## src/hw/rtl/pdp_pkg.sv

```systemverilog
// Shared constants, payload types and sequencer states for the particle density/pressure block.
package pdp_pkg;

  localparam int FRAC_BITS = 16;

  localparam int COORD_W   = 32;
  localparam int DATA_W    = 32;
  localparam int REG_W     = 31;
  localparam int CFG_IDX_W = 2;
  localparam int PROD_W    = 64;

  // square-root unit
  localparam int RAD_W  = 64;
  localparam int ROOT_W = 32;
  localparam int REM_W  = 36;
  localparam int STEP_W = $clog2(ROOT_W);

  // negative pressure is scaled by one tenth
  localparam logic [4:0]        DIVISOR     = 5'd10;
  // floor(n / 10) == (n * RECIP_TEN) >> RECIP_SHIFT for any 32-bit n
  localparam logic [DATA_W-1:0] RECIP_TEN   = 32'hCCCC_CCCD;
  localparam int                RECIP_SHIFT = 35;

  localparam logic [CFG_IDX_W-1:0] REG_KERNEL_RADIUS = CFG_IDX_W'(0);
  localparam logic [CFG_IDX_W-1:0] REG_PRESSURE_GAIN = CFG_IDX_W'(1);

  localparam logic [REG_W-1:0]  ONE_Q  = REG_W'(1) << FRAC_BITS;
  localparam logic [DATA_W-1:0] HALF_Q = DATA_W'(1) << (FRAC_BITS - 1);

  typedef struct packed {
    logic signed [COORD_W-1:0] query_x;
    logic signed [COORD_W-1:0] query_y;
    logic signed [COORD_W-1:0] query_z;
    logic signed [COORD_W-1:0] neighbor_x;
    logic signed [COORD_W-1:0] neighbor_y;
    logic signed [COORD_W-1:0] neighbor_z;
    logic                      last_neighbor;
  } req_t;

  typedef struct packed {
    logic [DATA_W-1:0]        density_out;
    logic signed [DATA_W-1:0] pressure_out;
    logic                     saturated;
  } rsp_t;

  typedef enum logic [4:0] {
    ST_IDLE,
    ST_DIFF,
    ST_SQX,
    ST_SQY,
    ST_SQZ,
    ST_SUM,
    ST_ROOT_GO,
    ST_ROOT,
    ST_CMP,
    ST_V2,
    ST_V2CHK,
    ST_CUBE,
    ST_CUBECHK,
    ST_ACC,
    ST_PSUB,
    ST_PMUL,
    ST_PCHK,
    ST_DIV,
    ST_NEG,
    ST_EMIT
  } state_t;

endpackage

```

## src/hw/rtl/pdp_isqrt.sv

```systemverilog
// Iterative integer square root, one result bit per cycle.
module pdp_isqrt import pdp_pkg::*; (
  input  logic              clk,
  input  logic              rst,
  input  logic              start,
  input  logic [RAD_W-1:0]  radicand,
  output logic              done,
  output logic [ROOT_W-1:0] root
);

  logic              busy;
  logic [STEP_W-1:0] cnt;
  logic [RAD_W-1:0]  rad;
  logic [REM_W-1:0]  rem;
  logic [REM_W-1:0]  rem_sh;
  logic [REM_W-1:0]  trial;
  logic              fits;

  always_comb begin
    rem_sh = {rem[REM_W-3:0], rad[RAD_W-1 -: 2]};
    trial  = REM_W'({root, 2'b01});
    fits   = rem_sh >= trial;
  end

  always_ff @(posedge clk) begin
    if (rst) begin
      busy <= 1'b0;
      done <= 1'b0;
    end else begin
      done <= 1'b0;
      if (start) begin
        busy <= 1'b1;
      end else if (busy && cnt == '0) begin
        busy <= 1'b0;
        done <= 1'b1;
      end
    end
  end

  always_ff @(posedge clk) begin
    if (start) begin
      cnt  <= STEP_W'(ROOT_W - 1);
      rad  <= radicand;
      rem  <= '0;
      root <= '0;
    end else if (busy) begin
      cnt  <= cnt - STEP_W'(1);
      rad  <= {rad[RAD_W-3:0], 2'b00};
      rem  <= fits ? rem_sh - trial : rem_sh;
      root <= {root[ROOT_W-2:0], fits};
    end
  end

endmodule

```

## src/hw/rtl/particle_density_pressure.sv

```systemverilog
// Top level: per-neighbor cubic-kernel density accumulation and pressure output.
// A neighbor that is coincident or has an axis gap of 2^31 or more adds nothing;
// any other neighbor passes the squares, their sum and the bit-serial square root first.
// A last neighbor then passes the pressure steps, and for a negative pressure also the
// reciprocal multiply by ten, and waits on any unread result. One request at a time.
// Reset (synchronous) clears the sum, the overflow flag, rsp_valid and sets R = K = 1.0.
module particle_density_pressure import pdp_pkg::*; (
  input  logic                 clk,
  input  logic                 rst,
  input  logic                 req_valid,
  output logic                 req_ready,
  input  req_t                 req,
  output logic                 rsp_valid,
  input  logic                 rsp_ready,
  output rsp_t                 rsp,
  input  logic                 cfg_valid,
  output logic                 cfg_ready,
  input  logic [CFG_IDX_W-1:0] cfg_index,
  input  logic [DATA_W-1:0]    cfg_data
);

  state_t state, state_next;

  logic [REG_W-1:0]  kernel_radius;
  logic [REG_W-1:0]  pressure_gain;
  logic [DATA_W-1:0] density_sum;
  logic              sum_overflowed;

  req_t              req_q;
  logic [DATA_W-1:0] dx, dy, dz;
  logic [REG_W-1:0]  v;
  logic [DATA_W-1:0] opnd;
  logic [PROD_W-1:0] prod;
  logic [RAD_W-1:0]  sq_sum;
  logic [DATA_W-1:0] term;
  logic              neg;
  logic [DATA_W-1:0] quo;
  logic [DATA_W-1:0] pres;
  logic              psat;

  logic [DATA_W-1:0] mul_a, mul_b;
  logic              sq_start;
  logic              sq_done;
  logic [ROOT_W-1:0] sq_root;

  logic signed [DATA_W:0] dxs, dys, dzs;
  logic [DATA_W:0]   ax, ay, az;
  logic              skip;
  logic              root_out;
  logic              v2_over;
  logic              cube_over;
  logic              pres_over;
  logic [DATA_W:0]   acc_sum;
  logic              emit_ok;

  assign cfg_ready = 1'b1;

  pdp_isqrt u_isqrt (
    .clk      (clk),
    .rst      (rst),
    .start    (sq_start),
    .radicand (sq_sum),
    .done     (sq_done),
    .root     (sq_root)
  );

  // datapath conditions
  always_comb begin
    dxs = {req_q.query_x[COORD_W-1], req_q.query_x}
        - {req_q.neighbor_x[COORD_W-1], req_q.neighbor_x};
    dys = {req_q.query_y[COORD_W-1], req_q.query_y}
        - {req_q.neighbor_y[COORD_W-1], req_q.neighbor_y};
    dzs = {req_q.query_z[COORD_W-1], req_q.query_z}
        - {req_q.neighbor_z[COORD_W-1], req_q.neighbor_z};
    ax  = dxs[DATA_W] ? DATA_W'(1'b0) - dxs : dxs;
    ay  = dys[DATA_W] ? DATA_W'(1'b0) - dys : dys;
    az  = dzs[DATA_W] ? DATA_W'(1'b0) - dzs : dzs;
    // far on any axis, or the same point: contributes nothing
    skip = (|ax[DATA_W:DATA_W-1]) || (|ay[DATA_W:DATA_W-1]) || (|az[DATA_W:DATA_W-1])
        || (ax == '0 && ay == '0 && az == '0);
    root_out  = sq_root >= {1'b0, kernel_radius};
    v2_over   = |prod[PROD_W-1:FRAC_BITS+DATA_W];
    cube_over = |prod[PROD_W-1:FRAC_BITS+DATA_W];
    pres_over = |prod[PROD_W-1:FRAC_BITS+DATA_W-1];
    acc_sum   = {1'b0, density_sum} + {1'b0, term};
    emit_ok   = !rsp_valid || rsp_ready;
  end

  // next state
  always_comb begin
    state_next = state;
    unique case (state)
      ST_IDLE:    if (req_valid) state_next = ST_DIFF;
      ST_DIFF:    state_next = skip ? ST_ACC : ST_SQX;
      ST_SQX:     state_next = ST_SQY;
      ST_SQY:     state_next = ST_SQZ;
      ST_SQZ:     state_next = ST_SUM;
      ST_SUM:     state_next = ST_ROOT_GO;
      ST_ROOT_GO: state_next = ST_ROOT;
      ST_ROOT:    if (sq_done) state_next = ST_CMP;
      ST_CMP:     state_next = root_out ? ST_ACC : ST_V2;
      ST_V2:      state_next = ST_V2CHK;
      ST_V2CHK:   state_next = v2_over ? ST_ACC : ST_CUBE;
      ST_CUBE:    state_next = ST_CUBECHK;
      ST_CUBECHK: state_next = ST_ACC;
      ST_ACC:     state_next = req_q.last_neighbor ? ST_PSUB : ST_IDLE;
      ST_PSUB:    state_next = ST_PMUL;
      ST_PMUL:    state_next = ST_PCHK;
      ST_PCHK:    state_next = neg ? ST_DIV : ST_EMIT;
      ST_DIV:     state_next = ST_NEG;
      ST_NEG:     state_next = ST_EMIT;
      ST_EMIT:    if (emit_ok) state_next = ST_IDLE;
      default:    state_next = ST_IDLE;
    endcase
  end

  // sequencer outputs
  always_comb begin
    req_ready = state == ST_IDLE;
    sq_start  = state == ST_ROOT_GO;
    mul_a     = '0;
    mul_b     = '0;
    unique case (state)
      ST_SQX: begin
        mul_a = dx;
        mul_b = dx;
      end
      ST_SQY: begin
        mul_a = dy;
        mul_b = dy;
      end
      ST_SQZ: begin
        mul_a = dz;
        mul_b = dz;
      end
      ST_V2: begin
        mul_a = {1'b0, v};
        mul_b = {1'b0, v};
      end
      ST_CUBE: begin
        mul_a = opnd;
        mul_b = {1'b0, v};
      end
      ST_PMUL: begin
        mul_a = {1'b0, pressure_gain};
        mul_b = opnd;
      end
      ST_DIV: begin
        mul_a = quo;
        mul_b = RECIP_TEN;
      end
      default: begin
        mul_a = '0;
        mul_b = '0;
      end
    endcase
  end

  always_ff @(posedge clk) begin
    if (rst) begin
      state <= ST_IDLE;
    end else begin
      state <= state_next;
    end
  end

  always_ff @(posedge clk) begin
    if (rst) begin
      kernel_radius <= ONE_Q;
      pressure_gain <= ONE_Q;
    end else if (cfg_valid && cfg_ready) begin
      unique case (cfg_index)
        REG_KERNEL_RADIUS: kernel_radius <= cfg_data[REG_W-1:0];
        REG_PRESSURE_GAIN: pressure_gain <= cfg_data[REG_W-1:0];
        default: ;
      endcase
    end
  end

  always_ff @(posedge clk) begin
    if (rst) begin
      density_sum    <= '0;
      sum_overflowed <= 1'b0;
    end else if (state == ST_ACC) begin
      if (acc_sum[DATA_W]) begin
        density_sum    <= '1;
        sum_overflowed <= 1'b1;
      end else begin
        density_sum <= acc_sum[DATA_W-1:0];
      end
    end else if (state == ST_EMIT && emit_ok) begin
      density_sum    <= '0;
      sum_overflowed <= 1'b0;
    end
  end

  always_ff @(posedge clk) begin
    if (rst) begin
      rsp_valid <= 1'b0;
    end else if (state == ST_EMIT && emit_ok) begin
      rsp_valid <= 1'b1;
    end else if (rsp_ready) begin
      rsp_valid <= 1'b0;
    end
  end

  // shared multiplier, product always registered
  always_ff @(posedge clk) begin
    prod <= PROD_W'(mul_a) * PROD_W'(mul_b);
  end

  always_ff @(posedge clk) begin
    case (state)
      ST_IDLE: begin
        if (req_valid) req_q <= req;
      end
      ST_DIFF: begin
        dx   <= ax[DATA_W-1:0];
        dy   <= ay[DATA_W-1:0];
        dz   <= az[DATA_W-1:0];
        term <= '0;
      end
      ST_SQY:     sq_sum <= prod;
      ST_SQZ:     sq_sum <= sq_sum + prod;
      ST_SUM:     sq_sum <= sq_sum + prod;
      ST_CMP: begin
        term <= '0;
        v    <= kernel_radius - sq_root[REG_W-1:0];
      end
      ST_V2CHK: begin
        term <= '1;
        opnd <= prod[FRAC_BITS+DATA_W-1:FRAC_BITS];
      end
      ST_CUBECHK: begin
        term <= cube_over ? '1 : prod[FRAC_BITS+DATA_W-1:FRAC_BITS];
      end
      ST_PSUB: begin
        neg  <= density_sum < HALF_Q;
        opnd <= (density_sum < HALF_Q) ? HALF_Q - density_sum : density_sum - HALF_Q;
        psat <= sum_overflowed;
      end
      ST_PCHK: begin
        quo  <= prod[FRAC_BITS+DATA_W-1:FRAC_BITS];
        if (pres_over) begin
          pres <= {1'b0, {(DATA_W-1){1'b1}}};
          if (!neg) psat <= 1'b1;
        end else begin
          pres <= {1'b0, prod[FRAC_BITS+DATA_W-2:FRAC_BITS]};
        end
      end
      // product of the reduced magnitude and the reciprocal of ten
      ST_NEG:     pres <= DATA_W'(0) - DATA_W'(prod[PROD_W-1:RECIP_SHIFT]);
      ST_EMIT: begin
        if (emit_ok) begin
          rsp.density_out  <= density_sum;
          rsp.pressure_out <= pres;
          rsp.saturated    <= psat;
        end
      end
      default: ;
    endcase
  end

`ifndef SYNTHESIS
  a_busy_after_accept: assert property (@(posedge clk) disable iff (rst)
    (req_valid && req_ready) |=> !req_ready)
    else $error("request accepted while previous one still in progress");

  a_root_in_wait: assert property (@(posedge clk) disable iff (rst)
    sq_done |-> state == ST_ROOT)
    else $error("square root finished outside its wait state");

  a_rsp_from_emit: assert property (@(posedge clk) disable iff (rst)
    $rose(rsp_valid) |-> $past(state) == ST_EMIT)
    else $error("result presented without passing the emit step");

  a_overflow_clamped: assert property (@(posedge clk) disable iff (rst)
    sum_overflowed |-> density_sum == '1)
    else $error("overflow flag set but density sum not clamped");
`endif

endmodule
```

## config.mk

```make
export PLATFORM = sky130hd
export DESIGN_NAME = particle_density_pressure
export DESIGN_NICKNAME = d
export VERILOG_FILES = /design/src/hw/rtl/pdp_pkg.sv /design/src/hw/rtl/pdp_isqrt.sv /design/src/hw/rtl/particle_density_pressure.sv
export SDC_FILE = /design/constraint.sdc
export NUM_CORES = 2
export LEC_CHECK = 0
export BUFFER_PORTS_ARGS = -buffer_cell sky130_fd_sc_hd__buf_2
export CELL_PAD_IN_SITES_DETAIL_PLACEMENT = 1
export CELL_PAD_IN_SITES_GLOBAL_PLACEMENT = 1
export CORE_UTILIZATION = 46
export DETAILED_ROUTE_END_ITERATION = 6
export PLACE_DENSITY = 0.8
export RECOVER_POWER = 50
export SLEW_MARGIN = 10
export SYNTH_ARGS = -nofsm -noshare
export SYNTH_HDL_FRONTEND = slang
export SYNTH_SLANG_ARGS = --single-unit
```

## constraint.sdc

```tcl
create_clock -name clk -period 9.55 [get_ports clk]
set_input_delay 1.4325 -clock clk [delete_from_list [all_inputs] [get_ports clk]]
set_output_delay 1.4325 -clock clk [all_outputs]
set_load 0.02 [all_outputs]
```

==> impl_metrics.env <==
export IMPL_status="finished, violations left"
export IMPL_violations="design-rule violations, max-capacitance violations, max-slew violations, negative setup slack"
export IMPL_routed_via_density=5.911
export IMPL_whs_ns=0.4133
export IMPL_power_density_nw_per_um2=301.4
export IMPL_drt_total_wl_um=328800
export IMPL_synth_avg_cell_area_um2=9.277
export IMPL_dr_pass1_iters=7
export IMPL_ys_ff_latch=881
export IMPL_wl_per_cell_um=26.77
export IMPL_grt_overflow_total=0
export IMPL_rsz0062_at_grt="true"
export IMPL_drtIter0Drc=5746
export IMPL_numClockSinks=881
export IMPL_grt_max_degree=166
export IMPL_root_buffer="clkbuf_16"
export IMPL_ios=300
export IMPL_setup_viol=12
export IMPL_cp_required_ns=10.20
export IMPL_maxSlewHeadroom_pct=-47.78
export IMPL_worst_setup_path_end_kind="flop"
export IMPL_setup_ws_ns=-0.2926
export IMPL_num_vias=72600
export IMPL_cpMaxStageDelayCell="fa_2"
export IMPL_reg2reg_slack_ns=-0.29
export IMPL_path_max_fanout=5
export IMPL_core_um2=180900
export IMPL_synth_area_um2=83820
export IMPL_htree_levels=3
export IMPL_async_reset_ff_share_pct=0
export IMPL_fin_crit_sh_pct=103.1
export IMPL_start_util_pct=46.33
export IMPL_synthCells=9035
export IMPL_drive_above_1_share_pct=16.00
export IMPL_crit_buf_inv=9
export IMPL_rr_endpoint="prod[58]"
export IMPL_rows=156
export IMPL_nets=11510
export IMPL_final_core_util_pct=54.78
export IMPL_grt_pass1_vias=78240
export IMPL_grt_antenna_before_repair=18
export IMPL_peakVddDrop_uv=421.4
export IMPL_synth_edff_count=643
export IMPL_start_kind="flop"
export IMPL_finalPower_mw=29.88
export IMPL_yosys_most_used_dff="edfxtp_1"
export IMPL_synth_cell_type_count=128
export IMPL_clk_latency_ns=0.78
export IMPL_grt_pass1_wl_um=484500
export IMPL_die_width_um=428.9
export IMPL_p_leak_nw=43.99
export IMPL_timing_worst_slew_pin_value_ns=2.217
export IMPL_cap_viol_max_count=1
export IMPL_fmax_ghz=0.1016
export IMPL_min_period_ns=9.843
export IMPL_syn_to_final_growth_pct=18.24
export IMPL_ant_nets=0
export IMPL_slowest_delay_ns=0.59
export IMPL_cts_max_path_buffers=3
export IMPL_path_common_cell="fa_1"
export IMPL_hold_depth=0
export IMPL_cts_tree="built"
export IMPL_ys_warnings_count=0
export IMPL_holdPathEnd="rsp[5]"
export IMPL_reg2reg_from="state[4]"
export IMPL_worstSetupPathType="flop to flop"
export IMPL_die_area_um2=183900
export IMPL_hold_viol_final=0
export IMPL_hold_path_class="flop to flop"
export IMPL_hpwlAfterDp_um=260300
export IMPL_synth_seq_area_share_pct=28.72
export IMPL_synth_nets=10730
export IMPL_drv_slew=36
export IMPL_place_port_buffers=297
export IMPL_cts_buffers=97
export IMPL_path_clk_slew_ns=0.07
export IMPL_die_h_um=428.9
export IMPL_finalClockSkew_ns=0.05027
export IMPL_fillers=20390
export IMPL_hp_start="pres[4]"
export IMPL_gp_congestion=1.041
export IMPL_r2r_cells=38
export IMPL_grtUsageTotal_pct=35.03
export IMPL_cp_top_family="adder cells"
export IMPL_cp_arrival_ns=10.49
export IMPL_drc=1
export IMPL_crit_start="state[4]"
## cells in the final DEF, fill, tap and decap left out, types with 75 or more instances in the layout
master / instances
buf_12: 109
fa_1: 884
nor2_1: 837
a21oi_1: 445
ha_1: 539
buf_4: 637
edfxtp_1: 643
dfxtp_1: 232
inv_1: 1227
nor3_1: 140
o21ai_0: 310
nand2_1: 1204
xor2_1: 140
xnor2_1: 247
clkbuf_16: 105
nand3_1: 110
buf_2: 272
and2_1: 75
a21o_1: 161
o21a_1: 90
## metrics by stage
step	std cells	worst slack (ns)	TNS (ns)	area, um2
final	12280	-0.2926	-2.030	99110
after global routing	12280	-0.4536	-5.038	99100
after CTS	12230	-0.07600	-0.2569	97930
after detailed placement	12010	-1.070	-11.59	93630
after global placement	12010	-0.7802	-7.535	93620
after floorplan	9035	0.01864	0	83880
## power by group
group | switching, mW | internal, mW | leakage, nW | total (mW)
Clock | 1.73 | 2.24 | 1.61 | 3.97
Sequential | 0.626 | 5.48 | 7.98 | 6.10
Combinational | 12.5 | 7.28 | 34.4 | 19.8
Total | 14.9 | 15.0 | 44.0 | 29.9
## timing repair
item,in CTS,in global routing
resized for setup,128,174
cloned,1,4
buffers inserted,35,49
setup endpoints to repair,24,17
hold buffers,0,0
pin swaps,36,106
endpoints found under the hold margin,0,0
## metal layers
metal  global-route usage (%)  wire length (um)  up-vias
met5                        0               115        -
li1                         -                 -    31780
met4                    21.35             23100       14
met3                    6.109             23360      935
met2                    59.47            159800     2845
met1                    41.32            122400    37020
## worst max-delay path by stage
| stage | endpoint | slack, ns | cells after the start |
|---|---|---|---|
| 2_1_floorplan | prod[58] | 0.02 | 41 |
| 3_3_place_gp | prod[58] | -0.78 | 37 |
| 3_5_place_dp | prod[63] | -1.07 | 32 |
| 4_1_cts | prod[63] | -0.08 | 38 |
| 5_1_grt | prod[63] | -0.45 | 41 |
| 6_report | prod[58] | -0.29 | 38 |
## Yosys cell counts, types with 19 or more instances
cell type,instances,area [um2]
a211o_1,19,166.4
a211oi_1,68,510.5
a21o_1,161,1209
a21oi_1,460,2302
a221o_1,21,210.2
a221oi_1,69,604.3
a22o_1,33,289.0
a22oi_1,23,172.7
a31oi_1,56,350.3
and2_1,83,519.3
and3_1,62,387.9
buf_1,45,168.9
clkbuf_1,339,1272
dfxtp_1,238,4765
edfxtp_1,643,19310
fa_1,902,18060
ha_1,558,6982
inv_1,1241,4658
mux2i_1,64,640.6
nand2_1,1216,4564
nand2b_1,71,444.2
nand3_1,117,585.6
nand4_1,43,269.0
nor2_1,868,3258
nor2b_1,57,356.6
nor3_1,142,710.7
nor4_1,38,237.7
o211ai_1,31,232.7
o21a_1,90,675.7
o21ai_0,319,1597
o21ai_1,22,110.1
o21bai_1,24,180.2
o31ai_1,33,247.7
or2_2,33,206.5
or3_1,47,294.0
xnor2_1,251,2198
xor2_1,141,1235
## kinds of logic after synthesis
kind of cell	Yosys count	synth area share, %
simple gates	2908	15.57
compound gates	1668	13.35
buf+inv	1649	7.447
fa+ha+maj	1460	29.87
flops	881	28.72
xor+xnor	395	4.154
mux	73	0.8852
other cells	1	0.004474
## sequential cells by signal (all words and copies together), names as in the netlist, 5 cells and up
signal,cells
u_isqrt.root,32
pres,32
req_q,193
v,31
u_isqrt.rad,64
dy,32
u_isqrt.cnt,5
u_isqrt.rem,34
kernel_radius,31
prod,64
term,32
pressure_gain,31
quo,32
state,5
opnd,32
density_sum,32
rsp,65
dx,32
dz,32
sq_sum,64
## area by class of cell
type                            count  area [um2]  area share [%]
Sequential cell                   881       24090           24.31
Tap cell                         2370        2965           2.992
Clock buffer                      120        2679           2.703
Timing Repair Buffer             1094        9037           9.118
Multi-Input combinational cell   6506       55010           55.50
Inverter                         1242        4663           4.705
Clock inverter                     61       651.9          0.6577
Antenna cell                        7       17.52         0.01767
(Power assumes the default switching activity.)
